File: config.mk
export PLATFORM = sky130hd
export DESIGN_NAME = sgm_back
export DESIGN_NICKNAME = d
export VERILOG_FILES = /design/src/sv/sgm_pkg.sv /design/src/sv/sgm_back.sv
export SDC_FILE = /design/constraint.sdc
export NUM_CORES = 1
export LEC_CHECK = 0
export BUFFER_PORTS_ARGS = -buffer_cell sky130_fd_sc_hd__buf_2
export CORE_AREA = 2 2 163 165
export DETAILED_ROUTE_END_ITERATION = 8
export DIE_AREA = 0 0 165 167
export PLACE_DENSITY = 0.78
export SLEW_MARGIN = 5
export SYNTH_ARGS = -nofsm -noshare
export SYNTH_HDL_FRONTEND = slang
export SYNTH_SLANG_ARGS = --single-unit
File: constraint.sdc
create_clock -name clk_i -period 5.8 [get_ports clk_i]
set_clock_uncertainty 0.05 [all_clocks]
set_input_delay 0.87 -clock clk_i [delete_from_list [all_inputs] [get_ports clk_i]]
set_output_delay 0.87 -clock clk_i [all_outputs]
set_load 0.05 [all_outputs]
File: src/sv/sgm_pkg.sv
`timescale 1ns / 1ps
// ---------------------------------------------------------------------------
// sgm_pkg: shared types and constants for the sobel gradient magnitude block
// Holds the job and result records and the configuration register indexes.
// ---------------------------------------------------------------------------
package sgm_pkg;

  // configuration register indexes
  localparam logic CFG_WIDTH  = 1'b0;
  localparam logic CFG_HEIGHT = 1'b1;

  // register reset values and limits
  localparam logic [12:0] WIDTH_RESET  = 13'd640;
  localparam logic [12:0] HEIGHT_RESET = 13'd480;
  localparam logic [12:0] ROW_LIMIT    = 13'd4096;

  // one gradient job handed from the front to the back
  typedef struct packed {
    logic signed [10:0] gx;
    logic signed [10:0] gy;
    logic [11:0]        col;
    logic [11:0]        row;
    logic               last;
    logic               eop;
  } sgm_job_t;

  // one finished result
  typedef struct packed {
    logic [7:0]  mag;
    logic [11:0] col;
    logic [11:0] row;
    logic        last;
    logic        eop;
  } sgm_res_t;

endpackage

File: src/sv/sgm_back.sv
`timescale 1ns / 1ps
// ---------------------------------------------------------------------------
// sgm_back: gradient energy and saturating square root
// Squares gx and gy, sums them, then finds the root one bit per cycle.
// ---------------------------------------------------------------------------
module sgm_back import sgm_pkg::*; (
  input  logic     clk_i,
  input  logic     rst_ni,
  input  sgm_job_t job_i,
  input  logic     job_empty_i,
  output logic     job_pop_o,
  output sgm_res_t res_o,
  output logic     res_push_o,
  input  logic     res_full_i
);

  typedef enum logic [2:0] {ST_IDLE, ST_SQUARE, ST_SUM, ST_ROOT, ST_EMIT} state_e;

  state_e          state_q;
  sgm_job_t        job_q;
  logic [19:0]     sqx_q, sqy_q;
  logic [20:0]     e_q;
  logic [7:0]      root_q;
  logic [2:0]      bit_q;
  logic signed [21:0] px, py;
  logic [7:0]      trial;
  logic [15:0]     trial_sq;

  assign px       = job_q.gx * job_q.gx;
  assign py       = job_q.gy * job_q.gy;
  assign trial    = root_q | (8'd1 << bit_q);
  assign trial_sq = trial * trial;

  assign job_pop_o  = (state_q == ST_IDLE) && !job_empty_i;
  assign res_push_o = (state_q == ST_EMIT) && !res_full_i;

  always_comb begin
    res_o.mag  = root_q;
    res_o.col  = job_q.col;
    res_o.row  = job_q.row;
    res_o.last = job_q.last;
    res_o.eop  = job_q.eop;
  end

  // sequencer and datapath registers
  always_ff @(posedge clk_i or negedge rst_ni) begin
    if (!rst_ni) begin
      state_q <= ST_IDLE;
    end else begin
      case (state_q)
        ST_IDLE: begin
          if (!job_empty_i) begin
            job_q   <= job_i;
            state_q <= ST_SQUARE;
          end
        end
        ST_SQUARE: begin
          sqx_q   <= px[19:0];
          sqy_q   <= py[19:0];
          state_q <= ST_SUM;
        end
        ST_SUM: begin
          e_q     <= 21'(sqx_q) + 21'(sqy_q);
          root_q  <= '0;
          bit_q   <= 3'd7;
          state_q <= ST_ROOT;
        end
        ST_ROOT: begin
          // energy at or above 2^16 saturates
          if (e_q[20:16] != 5'd0) begin
            root_q  <= 8'd255;
            state_q <= ST_EMIT;
          end else begin
            if (trial_sq <= e_q[15:0]) begin
              root_q <= trial;
            end
            bit_q <= bit_q - 3'd1;
            if (bit_q == 3'd0) begin
              state_q <= ST_EMIT;
            end
          end
        end
        ST_EMIT: begin
          if (!res_full_i) begin
            state_q <= ST_IDLE;
          end
        end
        default: state_q <= ST_IDLE;
      endcase
    end
  end

endmodule

Yosys cells after proc, flatten, opt, wreduce, memory -nomap -nowiden
Index checks and enable logic that the tools add are counted.
{ "classes": {"addsub": 2, "muxes": 10, "multipliers": 3, "shifts": 1, "bitwise_logic": 2, "order_cmp": 1, "n_eq_ne": 9, "n_reduce_logical": 14} }
{ "op_table": {"columns": ["operator", "n"], "rows": [
  ["$mul A11 B11 Y20", 2],
  ["$add A20 B20 Y21", 1],
  ["$le A16 B16 Y1", 1],
  ["$mul A8 B8 Y16", 1],
  ["$mux W8", 2],
  ["$pmux W8 S2", 1],
  ["$mux W3", 5],
  ["$pmux W3 S5", 1],
  ["$reduce_and A3 Y1", 4],
  ["$or A8 B8 Y8", 1],
  ["$shl A1 B3 Y8 const A", 1],
  ["$eq A3 B2 Y1 const B", 2],
  ["$logic_not A3 Y1", 2],
  ["$ne A2 B2 Y1 const B", 3],
  ["$ne A3 B3 Y1 const B", 2],
  ["$pmux W3 S2", 1],
  ["$reduce_bool A5 Y1", 1],
  ["$reduce_and A2 Y1", 2],
  ["$eq A3 B1 Y1 const B", 1],
  ["$eq A3 B3 Y1 const B", 1],
  ["$sub A3 B1 Y3 const B", 1],
  ["$logic_and A1 B1 Y1", 2],
  ["$logic_not A1 Y1", 2],
  ["$reduce_bool A2 Y1", 1],
  ["$not A1 Y1", 1]
]} }
{ "word_totals": {"output_inout_bits": 36, "wordCells": 54, "input_bits": 52, "reg_bits": 123} }

Longest topological paths before layout
{ "logic_depth": {"ltp_word": 7, "ltp_mapped": 28, "mapped_depth_nobuf": 27} }

Worst setup path after synthesis
No wires, ideal clock.
{ "synth_timing": {"path_kind": "flip-flop to flip-flop", "startpoint": "register root_q[5]", "endpoint": "register root_q[0] (enable)", "path_buffers": 0, "arrival_ns": 5.980, "required_ns": 5.375, "setup_slack_ns": -0.606, "synth_period_minus_slack_ns": 6.406, "path_stages_with_launch": 23, "setup_time_ns": 0.375, "cell_sequence": "edfxtp_1 -> a21oi_1 -> inv_1 -> nand2_1 -> inv_1 -> fa_1 -> fa_1 -> inv_1 -> fa_1 -> fa_1 -> inv_1 -> ha_1 -> or3_1 -> o21ai_0 -> a21oi_1 -> a41oi_1 -> a21oi_1 -> xor2_1 -> ha_1 -> a211o_1 -> a21oi_1 -> o21ai_0 -> a21oi_1"} }
{ "synth_via": {"elab_chain_len": 5} }
{ "synth_lines": {"columns": ["element", "line_no", "source"], "rows": [
  ["start: declaration", "sgm_back.sv:23", "logic [7:0] root_q;"],
  ["start signal: assignment", "sgm_back.sv:75", "root_q <= trial;"],
  ["$or A8 B8 Y8", "sgm_back.sv:31", "assign trial = root_q | (8'd1 << bit_q);"],
  ["$mul A8 B8 Y16", "sgm_back.sv:32", "assign trial_sq = trial * trial;"],
  ["$le A16 B16 Y1", "sgm_back.sv:74", "if (trial_sq <= e_q[15:0]) begin"],
  ["$ne A3 B3 Y1 (no line)", null, null],
  ["$reduce_and A3 Y1 (no line)", null, null]
]} }
Every way passes these cells.
A chain may end at the register's enable or synchronous reset.

Final worst setup path
{ "layout_timing": {"startpoint": "register bit_q[0]", "endpoint": "register root_q[5] (enable)"} }
{ "layout_via": {"elab_chain_len": 6} }
{ "layout_lines": {"columns": ["element", "line_no", "source"], "rows": [
  ["start: declaration", "sgm_back.sv:24", "logic [2:0] bit_q;"],
  ["start signal: assignment", "sgm_back.sv:77", "bit_q <= bit_q - 3'd1;"],
  ["$shl A1 B3 Y8", "sgm_back.sv:31", null],
  ["$or A8 B8 Y8", "sgm_back.sv:31", null],
  ["$mul A8 B8 Y16", "sgm_back.sv:32", null],
  ["$le A16 B16 Y1", "sgm_back.sv:74", null],
  ["$ne A3 B3 Y1 (no line)", null, null],
  ["$reduce_and A3 Y1 (no line)", null, null]
]} }
Every way passes these cells.

==> qor.yml <==
global_routing:
  overflow: 0
  track_usage_pct: 22.2
  grt_pass1_wl_um: 48700
  grt_max_degree: 49
  grt_antenna_before_repair: 0
  grt_pass1_vias: 10700
synth:
  synth_common_cells: "inv_1, fa_1, ha_1"
  synthFlopType: "edfxtp_1"
  synthDominantCellAreaShare_pct: 29.7
  synth_most_common_cell: "inv_1"
  synthCells: 1385
  synthesis.nets: 1800
  netlist_area_sq_um: 14600
  async_reset_ff_share_pct: 2.48
  avgSynthCellArea_sq_um: 10.5
  ys_warn_count: 0
  synth.largest_area_cell: "fa_1"
  ys_types: 62
  yosys_register_bits: 121
  synthTopCellsByArea: "fa_1, edfxtp_1, ha_1, inv_1, xnor2_1"
  synth-edff-count: 118
  ys_seq_area_share_pct: 24.8
timing:
  fin_crit_sh_pct: 103
  max-slew-margin-rel_pct: 54.7
  rsz0062_at_grt: "yes"
  hold_viol: 0
  setup_viol: 8
  post-route-min-period_ps: 5990
  slew_viol_final: 0
  fin_tns_setup_ps: -1480
  finalWorstSetupSlack_ps: -186
  worst_pin_slew_ps: 680
  fmax_mhz: 167
critical_path:
  endpoint_kind: "flip-flop"
  arrival_ps: 6070
  cpMostUsedCell: "fa_1"
  critPathSlowestCell: "fa_1"
  crit_path_max_fanout: 8
  cp_data_required_time_ps: 5890
  cp_top_family: "adder cells"
  max_stage_delay_ps: 550
  start_kind: "flip-flop"
  critPathKind: "reg2reg"
  critPathBufInv: 5
  crit_chain: "inv_2 -> ha_4 -> a21oi_4 -> or2_4 -> inv_2 -> fa_1 -> fa_1 -> inv_1 -> fa_1 -> fa_1 -> inv_2 -> ha_4 -> or3_4 -> o22ai_4 -> o21ai_2 -> o41a_1 -> xor2_1 -> ha_1 -> o21a_1 -> o211ai_1 -> a21oi_1 -> a21oi_2 -> buf_6"
final_layout:
  area_growth_syn_to_layout_pct: 13.8
  nets: 1934
  n_antenna_cell: 0
  drive_gt1_share_pct: 16.9
drt:
  drtAntennaViolNets: 0
  finalWirelength_um: 28300
  wl_per_cell_um: 15.2
  route.detailed.drc: 0
  drt-initial-drc-count: 487
  vias: 9725
  firstDrtPassIters: 5
  viasPerCell: 5.21
placement:
  dp_hpwl_um: 22500
  finalWeightedCongestion: 0.847
  port-buffer-count: 87
cts:
  cts_tree: "done"
  clkTransAtPathRegs_ps: 70
  cts_sinks: 121
  cts_buffers: 17
  clk_latency_ps: 430
  htreeDepth: 4
  clockRootBuffer: "clkbuf_16"
  clockBufferDepth: 2
job:
  maxCapViolCount: 0
floorplanning:
  rows: 59
  die-width_um: 165
  chipHeight_um: 167
  die-area_sq_um: 27600
  core-area_sq_um: 25800
  io_pins: 88
  start_util_pct: 56.6
status:
  violations: "setup timing"
  status: "finished, violations left"
hold_path:
  hp-class: "in2async"
## state kept, by name (all words and copies together) (netlist names)
| register | cells |
|---|---|
| e_q | 21 |
| sqx_q | 19 |
| job_q | 22 |
| res_o | 26 |
| state_q | 3 |
| root_q | 8 |
| bit_q | 3 |
| sqy_q | 19 |
## timing repair
action / CTS / global route
gates resized for setup: 16 / 9
endpoints found under the setup margin: 8 / 12
hold buffers: 0 / 0
pin swaps: 17 / 5
buffers inserted: 4 / 20
## cell type report
type / count / area, sq um
multi-input combinational: 891 / 9700
clock inverter: 15 / 154
inverter: 318 / 1190
timing repair buffer: 170 / 1070
clock buffer: 17 / 425
tap: 335 / 419
sequential: 121 / 3620
fill: 2027 / 9180
## per-layer routing
metal  vias to the layer above  global-route usage, %  part of all wire, %
li1                       4617                      -                    -
met1                      4897                   27.0                   40
met2                       158                   40.7                   55
met3                        53                   2.94                  2.4
met4                         0                   6.35                  2.3
met5                         -                      0                    0
## metrics by stage
step | setup slack, ps | hold WS [ps] | utilization [%] | area, sq um | instances
2_1_floorplan | 2.46 | 428 | - | 14700 | 1385
3_3_place_gp | -144 | 474 | 60.9 | 15700 | 1811
3_5_place_dp | -268 | 482 | 60.9 | 15700 | 1811
4_1_cts | -91.6 | 190 | 63.6 | 16400 | 1847
5_1_grt | -425 | 191 | 64.4 | 16600 | 1867
6_report | -186 | 204 | 64.4 | 16600 | 1867
## worst paths after layout
| path | slack, ps | cells after the start | from | end |
|---|---|---|---|---|
| max | -190 | 23 | bit_q[0] | root_q[5] |
| min | 200 | 1 | rst_ni | state_q[1] |
| max reg2reg | -190 | 23 | bit_q[0] | root_q[5] |
| min reg2reg | 490 | 1 | sqy_q[2] | e_q[2] |
| max in group asynchronous | 5360 | 1 | rst_ni | state_q[2] |
| min in group clk_i | 490 | 1 | sqy_q[2] | e_q[2] |
## cells by family (layout without fill, tap and decap cells)
logic type | after synthesis | after routing | synth area share [%]
xor gates and xnor gates | 80 | 80 | 4.81
and+or+nand+nor | 284 | 284 | 10.2
muxes | 1 | 1 | 0.0773
buffers and inverters | 373 | 520 | 10.3
DFF | 121 | 121 | 24.8
AOI/OAI and AO/OA | 163 | 163 | 7.57
adders and majority gates | 363 | 363 | 42.3
## cells in the final DEF, fill, tap and decap left out, types with 5 or more instances in the layout
master and instances:
inv_2 7, nor3_1 11, o21ai_0 16, nand2b_1 17, ha_1 140, xnor2_1 65, buf_2 87, a21oi_2 6
a21oi_4 6, inv_6 5, nor2_1 59, fa_1 215, edfxtp_1 118, inv_1 311, a21boi_0 5, ha_4 6
xor2_1 15, nand3_1 6, a211o_1 5, nor2b_1 19, o21a_1 18, a21oi_1 44, a21o_1 20, clkbuf_16 17
nand4_1 5, and2_1 84, nand2_1 56, buf_4 80
## worst register-to-register path: stages (launching register included)
cell and delay, ps:
edfxtp_1 510, inv_2 180, ha_4 190, a21oi_4 70
or2_4 270, inv_2 60, fa_1 440, fa_1 550
inv_1 50, fa_1 450, fa_1 510, inv_2 50
ha_4 160, or3_4 340, o22ai_4 170, o21ai_2 80
o41a_1 330, xor2_1 160, ha_1 320, o21a_1 180
o211ai_1 180, a21oi_1 80, a21oi_2 150, buf_6 160
Power is not shown: default switching activity piles up to over one toggle a cycle in this logic, so the estimate is an artifact.
