### src/sv/sgm_fifo.sv
`timescale 1ns / 1ps
// ---------------------------------------------------------------------------
// sgm_fifo: small register queue
// Flat data word, push/full on the write side, pop/empty on the read side.
// ---------------------------------------------------------------------------
module sgm_fifo #(
  parameter int DW    = 8,
  parameter int DEPTH = 4
) (
  input  logic          clk_i,
  input  logic          rst_ni,
  input  logic          push_i,
  input  logic [DW-1:0] data_i,
  output logic          full_o,
  input  logic          pop_i,
  output logic [DW-1:0] data_o,
  output logic          empty_o
);

  localparam int PW = (DEPTH > 1) ? $clog2(DEPTH) : 1;
  localparam int NW = $clog2(DEPTH + 1);

  logic [DW-1:0] data_q [DEPTH];
  logic [PW-1:0] wptr_q, rptr_q;
  logic [NW-1:0] count_q;
  logic          do_push, do_pop;

  assign full_o  = (count_q == NW'(DEPTH));
  assign empty_o = (count_q == '0);
  assign data_o  = data_q[rptr_q];
  assign do_push = push_i && !full_o;
  assign do_pop  = pop_i && !empty_o;

  // storage
  always_ff @(posedge clk_i) begin
    if (do_push) begin
      data_q[wptr_q] <= data_i;
    end
  end

  // pointers and fill count
  always_ff @(posedge clk_i or negedge rst_ni) begin
    if (!rst_ni) begin
      wptr_q  <= '0;
      rptr_q  <= '0;
      count_q <= '0;
    end else begin
      if (do_push) begin
        wptr_q <= (wptr_q == PW'(DEPTH - 1)) ? '0 : wptr_q + PW'(1);
      end
      if (do_pop) begin
        rptr_q <= (rptr_q == PW'(DEPTH - 1)) ? '0 : rptr_q + PW'(1);
      end
      if (do_push && !do_pop) begin
        count_q <= count_q + NW'(1);
      end else if (do_pop && !do_push) begin
        count_q <= count_q - NW'(1);
      end
    end
  end

endmodule

### config.mk
export PLATFORM = sky130hd
export DESIGN_NAME = sgm_fifo
export DESIGN_NICKNAME = d
export VERILOG_FILES = /design/src/sv/sgm_fifo.sv
export SDC_FILE = /design/constraint.sdc
export NUM_CORES = 1
export LEC_CHECK = 0
export BUFFER_PORTS_ARGS = -buffer_cell sky130_fd_sc_hd__buf_4
export CAP_MARGIN = 20
export CORE_AREA = 8 8 86 88
export DETAILED_ROUTE_END_ITERATION = 16
export DIE_AREA = 0 0 94 96
export HOLD_SLACK_MARGIN = 0.15
export PLACE_DENSITY = 0.47
export SYNTH_ARGS = -nofsm -noshare
export SYNTH_HDL_FRONTEND = slang
export SYNTH_SLANG_ARGS = --single-unit
### constraint.sdc
create_clock -name clk_i -period 1.75 [get_ports clk_i]
set_input_delay 0.35 -clock clk_i [delete_from_list [all_inputs] [get_ports clk_i]]
set_output_delay 0.35 -clock clk_i [all_outputs]
set_load 0.1 [all_outputs]
== Word level (Yosys, flattened, before mapping) ==
Memories as Yosys holds them, arrays and structs flattened.
Cells that the tools add are included.
Cells by class
  eq/ne operators: 3
  add/subtract/negate cells: 4
  reduce and logical (&&, ||, !) cells: 10
  multiplexer cells: 6
Operator list (number)
  2-to-1 mux 3 bit: 2
  adder 2 x 1 -> 2 bit, second input constant: 2
  equality test 2 bit, second input constant: 2
  logical AND 1 bit: 4
  logical NOT 1 bit: 4
  2-to-1 mux 2 bit: 2
  adder 3 x 1 -> 3 bit, second input constant: 1
  equality test 3 bit, second input constant: 1
  logical NOT 3 bit: 1
  subtractor 3 x 1 -> 3 bit, second input constant: 1
  2-to-1 mux 1 bit: 2
  nonzero test 2 bit: 1
Word-level totals
  bits in registers: 7
  logic and storage cells: 27
  output and inout port bits: 10
  RAM bits: 32
  memories kept: 1
  bits of input ports: 12
Memory list
  data_q: depth 4, bits a word 8, rd ports 1, clocked after Yosys merged registers in 0, write ports 1, RTL line 23  | logic [DW-1:0] data_q [DEPTH];

== Longest topological paths before layout ==
Gate-level depths: netlist of the first run.
  word-level depth: 7
  mapped depth: 9
  mapped depth without buffers: 8

== Worst setup path before layout of the first run ==
Ideal clock, no wire load.
  path kind: register to register
  start: register count_q[0]
  end: register count_q[2]
  period minus slack after synthesis: 4.121 ns
  slack: -2.371 ns
  path buffers: 0
  cell stages (with the launch flop): 9
  arrival time: 4.042 ns
  data required time: 1.671 ns
  cells stage by stage: dfrtp_1 nor3_1 nand2b_4 ha_1 inv_1 fa_1 xor2_1 nor2_1 xor2_1
On the way
  word-level cells in the longest chain between the ends: 6
  elaborated cells on any way between the ends: 15
  classes of those cells: add/sub (2); eq/ne (1); mux (2); reduce/logical (10)
Ends and longest elaborated chain
  start, declared: RTL line 25  | logic [NW-1:0] count_q;
  start signal, assigned: RTL line 55  | count_q <= count_q + NW'(1);
  start signal, assigned: RTL line 57  | count_q <= count_q - NW'(1);
  logical NOT 3 bit *: RTL line 29  | assign empty_o = (count_q == '0);
  named net empty_o: RTL line 17  | output logic empty_o
  logical NOT 1 bit *: RTL line 32  | assign do_pop = pop_i && !empty_o;
  logical AND 1 bit *: RTL line 32
  logical NOT 1 bit: RTL line 54  | if (do_push && !do_pop) begin
  logical AND 1 bit: RTL line 54
  2-to-1 mux 3 bit or nonzero test 2 bit (tied branches)
Mark *: on every way through the listed nets, which the timed path passes. The rest lies on a longest branch. The select of a mux whose other input is x is not followed.
A chain may end at the register's enable or synchronous reset.

== Worst setup path after layout of the first run ==
  start: register rptr_q[0]
  end: output port data_o[4]
On the way
  word-level cells in the longest chain between the ends: 1
Ends and longest elaborated chain
  start, declared: RTL line 24  | logic [PW-1:0] wptr_q, rptr_q;
  start signal, assigned: RTL line 52  | rptr_q <= (rptr_q == PW'(DEPTH - 1)) ? '0 : rptr_q + PW'(1);
  memory read (4 x 8 bit)
  end, declared: RTL line 16  | output logic [DW-1:0] data_o,
Every way passes these cells.

==> reports/qor.yml, run 1 <==
drt_pass1_iterations: 4
critical_path_required_ns: 1.40
cts_inserted_buffers: 5
fin_util_pct: 35.8
postSynthAreaPerCell_um2: 20.5
ff2ff_path_depth: 8
cp-start-kind: "flop"
yosysWarningCount: 0
clock_latency_ns: 0.29
nets: 136
fin_skew_ns: 0.00782
cts.clk_slew.worst_paths_ns: 0.08
cp_max_fo: 8
cp_top_family: "multiplexers"
vias_per_cell: 4.17
cp_cell_sequence: "buf_12 -> mux4_2 -> buf_6"
grt_max_degree: 13
max_freq_mhz: 524
cts_tree: "done"
drive_above_1_share_pct: 56.8
cp_num_buf_inv: 2
grt_pass1_wl_um: 4380
syn_inst: 79
drt_first_iter_violations: 18
start_util_pct: 26.6
synth_area_leaders: "edfxtp_1 59%, mux4_2 11%, dfrtp_1 11%, ha_1 4.6%, mux2_2 2.1%"
slowest_stage: "mux4_2"
synth_top_area_share_pct: 59.3
die_x_um: 94
grt-ovfl-total: 0
grt_use_total_pct: 6.68
cts_max_path_buffers: 2
rsz0062_at_grt: "yes"
critPathArrivalTime_ns: 1.56
hold_viol_final: 0
clock_sinks: 39
tightestPinTransition_ns: 0.267
first_global_vias: 865
fin_crit_sh_pct: 109
drv_cap: 0
grt_antenna_before_repair: 0
port_buffers: 21
path_class: "reg2out"
drcViolationCount: 0
ys_seq_elements: 39
holdPathStages: 1
ant_nets: 0
cts_max_level: 2
row_count: 29
regArea_mm2: 0.00114
outcome: "complete, but fails checks"
ios: 22
max_slew_margin_pct: 82.2
multi_input_area_um2: 484
detail_route.wl_per_cell_um: 14.3
diodes: 0
synthToLayoutAreaGrowth_pct: 34.6
drv_slew: 0
hp-class: "in2reg"
num_vias: 813
syn_area_mm2: 0.00162
gp_congestion: 0.701
yosysSeqAreaShare_pct: 70.1
fp.dieArea_mm2: 0.00902
cp.depth: 3
setup_viol_count_final: 10
hpwl_um: 1950
layout_setup_ws_ns: -0.159
core_area_mm2: 0.00610
n_fill_cell: 582
routed_wl_um: 2780
cts-root-buf: "clkbuf_8"
violations: "setup timing"
ys_types: 19
syn-num-nets: 98
endpoint_kind: "primary output"
critical-path-max-stage-delay_ns: 0.53
synth_top_area_cell: "edfxtp_1"
fin_crit_ns: 1.91
die_h_um: 96
-- stage by stage --
step / setup slack, ns / instance area [um^2] / setup TNS [ns] / std cells / hold slack, ns
6_report: -0.159 / 2180 / -1.18 / 195 / 0.264
5_1_grt: -0.203 / 2180 / -1.76 / 195 / 0.247
4_1_cts: -0.183 / 2160 / -1.43 / 194 / 0.256
3_5_place_dp: -0.0904 / 1960 / -0.135 / 182 / 0.173
3_3_place_gp: -0.0365 / 1960 / -0.0365 / 182 / 0.170
2_1_floorplan: -0.831 / 1650 / -11.48 / 79 / 0.0544
-- final timing paths --
path	from	slack, ns	end
setup / recovery	rptr_q[0]$_DFFE_PN0P_	-0.16	data_o[4]
hold / removal	data_i[5]	0.26	data_q[2][5]$_DFFE_PP_
setup reg to reg	count_q[1]$_DFFE_PN0P_	-0.04	count_q[2]$_DFFE_PN0P_
hold reg to reg	wptr_q[1]$_DFFE_PN0P_	0.60	wptr_q[1]$_DFFE_PN0P_
max in group asynchronous	rst_ni	1.20	rptr_q[1]$_DFFE_PN0P_
min in group asynchronous	rst_ni	0.41	count_q[1]$_DFFE_PN0P_
-- routing by layer --
layer / share of wire, % / global-route usage (%)
met5: 0 / 0
met3: 7.0 / 2.81
met4: 1.6 / 4.36
met1: 42 / 7.30
met2: 49 / 10.6
-- registers in the layout (all words and copies together), names as in the netlist --
| register | flops |
|---|---|
| data_q | 32 |
| count_q | 3 |
| wptr_q | 2 |
| rptr_q | 2 |
-- timing repair --
action	4_1_cts	5_1_grt
resized for setup	12	3
hold buffers	1	0
pin swaps	4	0
setup buffers	3	1
endpoints found under the setup margin	11	11
endpoints found under the hold margin	7	0
-- worst register-to-register path, delay by kind of cell (launching register included) --
family        cells  cell delay, ns
xor+xnor          2            0.29
fa+ha+maj         2            0.46
buf+inv           1            0.03
flops             1            0.46
simple gates      3            0.47
-- layout by cell type (no fill, tap or decap) --
cell / Yosys / routed
inv_1: 3 / 2
buf_6: 1 / 9
mux2_4: 2 / 2
bufinv_16: 0 / 2
clkbuf_8: 0 / 5
inv_2: 0 / 1
dfrtp_2: 0 / 3
buf_4: 0 / 22
nand2b_4: 1 / 1
dfrtp_1: 7 / 4
xnor2_1: 1 / 1
buf_12: 0 / 2
mux2_2: 3 / 3
ha_4: 0 / 1
fa_2: 0 / 1
dlygate4sd3_1: 0 / 1
ha_1: 6 / 5
clkbuf_1: 0 / 1
xor2_1: 2 / 2
edfxtp_1: 32 / 32
and2_4: 0 / 4
mux4_2: 8 / 8
nor3_4: 0 / 1
nor3b_4: 1 / 1
nor2_1: 3 / 3
nor2b_2: 1 / 1
-- cells in the mapped netlist --
| master | instances |
|---|---|
| edfxtp_1 | 32 |
| mux4_2 | 8 |
| dfrtp_1 | 7 |
| ha_1 | 6 |
| and2_2 | 4 |
| inv_1 | 3 |
| mux2_2 | 3 |
| nor2_1 | 3 |
| mux2_4 | 2 |
| xor2_1 | 2 |
| buf_1 | 1 |
| buf_2 | 1 |
| buf_6 | 1 |
| fa_1 | 1 |
| nand2b_4 | 1 |
| nor2b_2 | 1 |
| nor3_1 | 1 |
| nor3b_4 | 1 |
| xnor2_1 | 1 |
-- area by class of cell --
type                       instances  share of cell area [%]
tap                               77                    4.42
inverter                           3                   0.516
timing repair buffer              34                    14.5
clock buffer                       6                    3.33
sequential                        39                    52.3
multi-input combinational         34                    22.2
clock inverter                     2                    2.75
-- logic make-up (layout without fill, tap and decap cells) --
kind of cell             count (synthesis)  in the layout  synth area share [%]
XOR/XNOR                                 3              3                  1.62
adder cells (fa/ha/maj)                  7              7                  5.87
buffers and inverters                    6             45                  1.93
flip-flops                              39             39                  70.1
multiplexers                            13             13                  15.1
AND/OR/NAND/NOR                         11             11                  5.41
Power of run 1 is not shown: default switching activity piles up to over one toggle a cycle in this logic, so the estimate is an artifact.
==> run 2, diff against run 1 <==
Settings changed: MAX_ROUTING_LAYER set to met4.
==> run 2 against run 1 <==
The flow still finishes with violations (setup timing). Flip-flop and latch count unchanged. Global-route usage up 0.21 points. Critical path type unchanged. Clock skew about the same. Largest cell class unchanged. Cell count unchanged. Critical endpoint unchanged. Cell area unchanged.
==> reports/qor.yml, run 2 (synthesis gave the netlist of run 1 again) <==
ant_nets: 0  # unchanged
num_vias: 818  # was 813
ff2ff_path_depth: 8  # unchanged
holdPathStages: 1  # unchanged
hold_viol_final: 0  # unchanged
vias_per_cell: 4.19  # was 4.17
dp_cells: 182  # unchanged
cts.clk_slew.worst_paths_ns: 0.08  # about the same
clock_latency_ns: 0.29  # about the same
place_area_mm2: 0.00196  # unchanged
max_freq_mhz: 524  # about the same
grt_antenna_before_repair: 0  # unchanged
top_regs: "data_q x32, count_q x3"  # unchanged
grt_use_met2_pct: 10.6  # unchanged
cts_max_path_buffers: 2  # unchanged
busiest_layer: "met2"  # unchanged
fp.dieArea_mm2: 0.00902  # unchanged
top_register: "data_q"  # unchanged
grt-ovfl-total: 0  # unchanged
grtUsageMet1_pct: 7.49  # was 7.30%
setup_viol_count_final: 10  # unchanged
cp-start-kind: "flop"  # unchanged
cp_max_fo: 8  # unchanged
critical_path_required_ns: 1.40  # about the same
fin_crit_ns: 1.91  # about the same
clock_sinks: 39  # unchanged
path_class: "reg2out"  # unchanged
layoutNonFillerInstCount: 195  # unchanged
routed_wl_um: 2790  # was 2780 um
final_cell_mix: "32 x edfxtp_1, 22 x buf_4, 9 x buf_6, 8 x mux4_2"  # unchanged
largest_reg_flops: 32  # unchanged
hpwl_um: 1950  # unchanged
die_x_um: 94  # unchanged
layout_commonest_cell: "edfxtp_1"  # unchanged
max_slew_margin_pct: 82.2  # about the same
nets: 136  # unchanged
row_count: 29  # unchanged
cts_max_level: 2  # unchanged
cts_tree: "done"  # unchanged
core_area_mm2: 0.00610  # unchanged
grt_pass1_wl_um: 4380  # unchanged
layout_setup_ws_ns: -0.160  # was -0.159 ns
use_met3_pct: 2.50  # was 2.81%
ios: 22  # unchanged
drcViolationCount: 0  # unchanged
fin_crit_sh_pct: 109  # about the same
critPathArrivalTime_ns: 1.56  # about the same
port_buffers: 21  # unchanged
detail_route.wl_per_cell_um: 14.3  # about the same
n_fill_cell: 582  # unchanged
tightestPinTransition_ns: 0.267  # about the same
cts_inserted_buffers: 5  # unchanged
drv_slew: 0  # unchanged
start_util_pct: 26.6  # unchanged
die_h_um: 96  # unchanged
postLayoutCellArea_mm2: 0.00218  # unchanged
hp-class: "in2reg"  # unchanged
rsz0062_at_grt: "yes"  # unchanged
synthToLayoutAreaGrowth_pct: 34.6  # unchanged
drive_above_1_share_pct: 56.8  # unchanged
diodes: 0  # unchanged
drt_pass1_iterations: 4  # unchanged
pre_cts_slack_ns: -0.0904  # unchanged
gp_congestion: 0.709  # was 0.701
grt_max_degree: 13  # unchanged
grt_use_total_pct: 6.89  # was 6.68%
fin_util_pct: 35.8  # unchanged
first_global_vias: 865  # unchanged
outcome: "complete, but fails checks"  # unchanged
drv_cap: 0  # unchanged
cts-root-buf: "clkbuf_8"  # unchanged
drt_first_iter_violations: 17  # was 18
fin_skew_ns: 0.00787  # was 0.00782 ns
endpoint_kind: "primary output"  # unchanged
violations: "setup timing"  # unchanged
-- run 2: worst paths after layout --
check / startpoint / to / slack, ns
worst max register to register: count_q[1]$_DFFE_PN0P_ / count_q[2]$_DFFE_PN0P_ / -0.04
worst max-delay path: rptr_q[0]$_DFFE_PN0P_ / data_o[4] / -0.16
worst min register to register: wptr_q[1]$_DFFE_PN0P_ / wptr_q[1]$_DFFE_PN0P_ / 0.60
worst min-delay path: data_i[5] / data_q[2][5]$_DFFE_PP_ / 0.26
max in group asynchronous: rst_ni / rptr_q[1]$_DFFE_PN0P_ / 1.20
min in group asynchronous: rst_ni / count_q[1]$_DFFE_PN0P_ / 0.41
-- run 2: critical path, stage by stage (launching register included) --
cell	delay (ns)
dfrtp_1	0.39
buf_12	0.15
mux4_2	0.53
buf_6	0.21
-- run 2: area by class of cell --
| class | instances | area [um^2] | share of cell area, % |
|---|---|---|---|
| clock buffers | 6 | 72.6 | 3.33 |
| clock inverters | 2 | 60.1 | 2.75 |
| inverters | 3 | 11.3 | 0.516 |
| multi-input cells | 34 | 484 | 22.2 |
| flip-flops and latches | 39 | 1140 | 52.3 |
| well taps | 77 | 96.3 | 4.42 |
| repair buffers | 34 | 317 | 14.5 |
-- run 2: metal layers --
metal	routed length, um	up-vias
met4	58	0
met5	0	-
met2	1360	21
met3	160	7
li1	-	378
met1	1210	412
-- run 2: per-stage QoR --
step / setup TNS, ns / hold WS [ns]
floorplan: -11.48 / 0.0544
global route: -1.76 / 0.247
detailed placement: -0.135 / 0.173
finish: -1.19 / 0.262
global placement: -0.0365 / 0.170
CTS: -1.43 / 0.256
-- run 2: repair_timing --
| action | CTS | global route |
|---|---|---|
| pin swaps | 4 | 0 |
| endpoints found under the setup margin | 11 | 11 |
| gates resized for setup | 12 | 3 |
| setup buffers | 3 | 1 |
| hold buffers | 1 | 0 |
| hold endpoints to repair | 7 | 0 |
Power of run 2 is left out for the same reason.
==> run 3, diff against run 2 <==
Settings changed: HOLD_SLACK_MARGIN 0.15 to not set, RECOVER_POWER set to 25.
==> run 3 against run 2 <==
The run still ends with setup timing left. Cell area is 0.86% lower. First-iteration DRC count stayed put. Worst setup slack better by 0.00053 ns. Wire length is 0.29% lower. Sequential share of layout area is 0.45 points higher. Via count is 0.37% higher. Non-clock buffer count stayed put. Core utilization is 0.31 points lower. Count of clock-buffer cells in the layout stayed put. Register-to-register slack hardly changed. Critical path depth stayed put. Critical endpoint unchanged.
==> reports/qor.yml, run 3 (synthesis gave the netlist of run 1 again) <==
ant_nets: 0  # unchanged
hold_path_startpoint: "data_i[6]"  # was data_i[5]
num_vias: 821  # was 818
fin_skew_ns: 0.00786  # was 0.00787 ns
setup_viol_count_final: 10  # unchanged
core_area_mm2: 0.00610  # unchanged
diodes: 0  # unchanged
fin_util_pct: 35.5  # was 35.8%
top_regs: "data_q x32, count_q x3"  # unchanged
port_buffers: 21  # unchanged
endpoint_kind: "primary output"  # unchanged
layout_commonest_cell: "edfxtp_1"  # unchanged
violations: "setup timing"  # unchanged
nets: 136  # unchanged
largest_reg_flops: 32  # unchanged
die_x_um: 94  # unchanged
drv_slew: 0  # unchanged
vias_per_cell: 4.21  # was 4.19
cts.clk_slew.worst_paths_ns: 0.08  # about the same
max_freq_mhz: 524  # about the same
first_global_vias: 865  # unchanged
grt-ovfl-total: 0  # unchanged
r2r_start: "count_q[1]$_DFFE_PN0P_"  # unchanged
hpwl_um: 1950  # unchanged
rr_endpoint: "count_q[2]$_DFFE_PN0P_"  # unchanged
routed_wl_um: 2780  # was 2790 um
ff2ff_path_depth: 8  # unchanged
synthToLayoutAreaGrowth_pct: 33.4  # was 34.6%
drt_first_iter_violations: 17  # unchanged
cts-root-buf: "clkbuf_8"  # unchanged
cp-start-kind: "flop"  # unchanged
final_cell_mix: "32 x edfxtp_1, 17 x buf_4, 9 x buf_6, 8 x mux4_2, 6 x clkbuf_1"  # was 32 x edfxtp_1, 22 x buf_4, 9 x buf_6, 8 x mux4_2
start_util_pct: 26.6  # unchanged
critical_path_required_ns: 1.40  # about the same
drv_cap: 0  # unchanged
hp-class: "in2reg"  # unchanged
gp_congestion: 0.709  # unchanged
path_class: "reg2out"  # unchanged
drive_above_1_share_pct: 52.5  # was 56.8%
top_register: "data_q"  # unchanged
rrSetupSlack_ns: -0.04  # about the same
outcome: "complete, but fails checks"  # unchanged
drt_pass1_iterations: 4  # unchanged
max_slew_margin_pct: 82.3  # was 82.2%
hold_viol_final: 0  # unchanged
fp.dieArea_mm2: 0.00902  # unchanged
tightestPinTransition_ns: 0.265  # was 0.267 ns
row_count: 29  # unchanged
rsz0062_at_grt: "yes"  # unchanged
die_h_um: 96  # unchanged
ios: 22  # unchanged
clock_sinks: 39  # unchanged
cts_max_path_buffers: 2  # unchanged
cts_inserted_buffers: 5  # unchanged
grt_use_total_pct: 6.89  # unchanged
finalSetupTns_ns: -1.19  # about the same
cts_tree: "done"  # unchanged
cts_max_level: 2  # unchanged
clock_latency_ns: 0.29  # about the same
layout_setup_ws_ns: -0.160  # about the same
drcViolationCount: 0  # unchanged
hold_path_end: "data_q[1][6]$_DFFE_PP_"  # was data_q[2][5]$_DFFE_PP_
fin_crit_sh_pct: 109  # about the same
grt_antenna_before_repair: 0  # unchanged
holdPathStages: 1  # unchanged
critPathArrivalTime_ns: 1.56  # about the same
cp_max_fo: 8  # unchanged
n_fill_cell: 590  # was 582
grt_pass1_wl_um: 4380  # unchanged
grt_max_degree: 13  # unchanged
detail_route.wl_per_cell_um: 14.3  # about the same
fin_crit_ns: 1.91  # about the same
[run 3: metrics by stage]
stage | instance area (um^2) | worst slack (ns) | cells | hold slack [ns]
final | 2160 | -0.160 | 195 | 0.266
after detailed placement | 1960 | -0.0904 | 182 | 0.173
after global placement | 1960 | -0.0365 | 182 | 0.170
after CTS | 2160 | -0.183 | 194 | 0.256
after global routing | 2160 | -0.203 | 195 | 0.256
after floorplan | 1650 | -0.831 | 79 | 0.0544
[run 3: what timing repair did]
action | 4_1_cts | 5_1_grt
buffers inserted | 3 | 1
cloned | 0 | 0
gates resized for setup | 12 | 3
hold buffers | 1 | 0
endpoints found under the hold margin | 7 | 0
pin swaps | 4 | 0
setup endpoints to repair | 11 | 11
[run 3: critical path, cell delays in order (launching register included)]
cell and delay [ns]:
dfrtp_1 0.39, buf_12 0.15, mux4_2 0.53, buf_6 0.21
[run 3: final cells by class]
cell class / count / area, um^2 / share of cell area (%)
Clock buffer: 6 / 72.6 / 3.36
Clock inverter: 2 / 60.1 / 2.78
Inverter: 3 / 11.3 / 0.521
Multi-Input combinational cell: 34 / 484 / 22.4
Sequential cell: 39 / 1140 / 52.7
Tap cell: 77 / 96.3 / 4.46
Timing Repair Buffer: 34 / 298 / 13.8
[run 3: how the worst max path moves through the flow]
stage,start,to,slack [ns],cells past startpoint
CTS,rptr_q[0]$_DFFE_PN0P_,data_o[4],-0.18,3
global route,rptr_q[0]$_DFFE_PN0P_,data_o[2],-0.20,3
floorplan,count_q[0]$_DFFE_PN0P_,count_q[2]$_DFFE_PN0P_,-0.83,8
global placement,count_q[2]$_DFFE_PN0P_,count_q[2]$_DFFE_PN0P_,-0.04,8
detailed placement,count_q[2]$_DFFE_PN0P_,count_q[2]$_DFFE_PN0P_,-0.09,8
finish,rptr_q[0]$_DFFE_PN0P_,data_o[4],-0.16,3
[run 3: layer usage]
metal,share of wire (%),up-vias,track usage (%)
met5,0,-,-
met4,2.1,0,4.36
met3,5.7,7,2.50
met2,48,21,10.6
met1,44,415,7.49
li1,-,378,-
Power of run 3 is left out for the same reason.
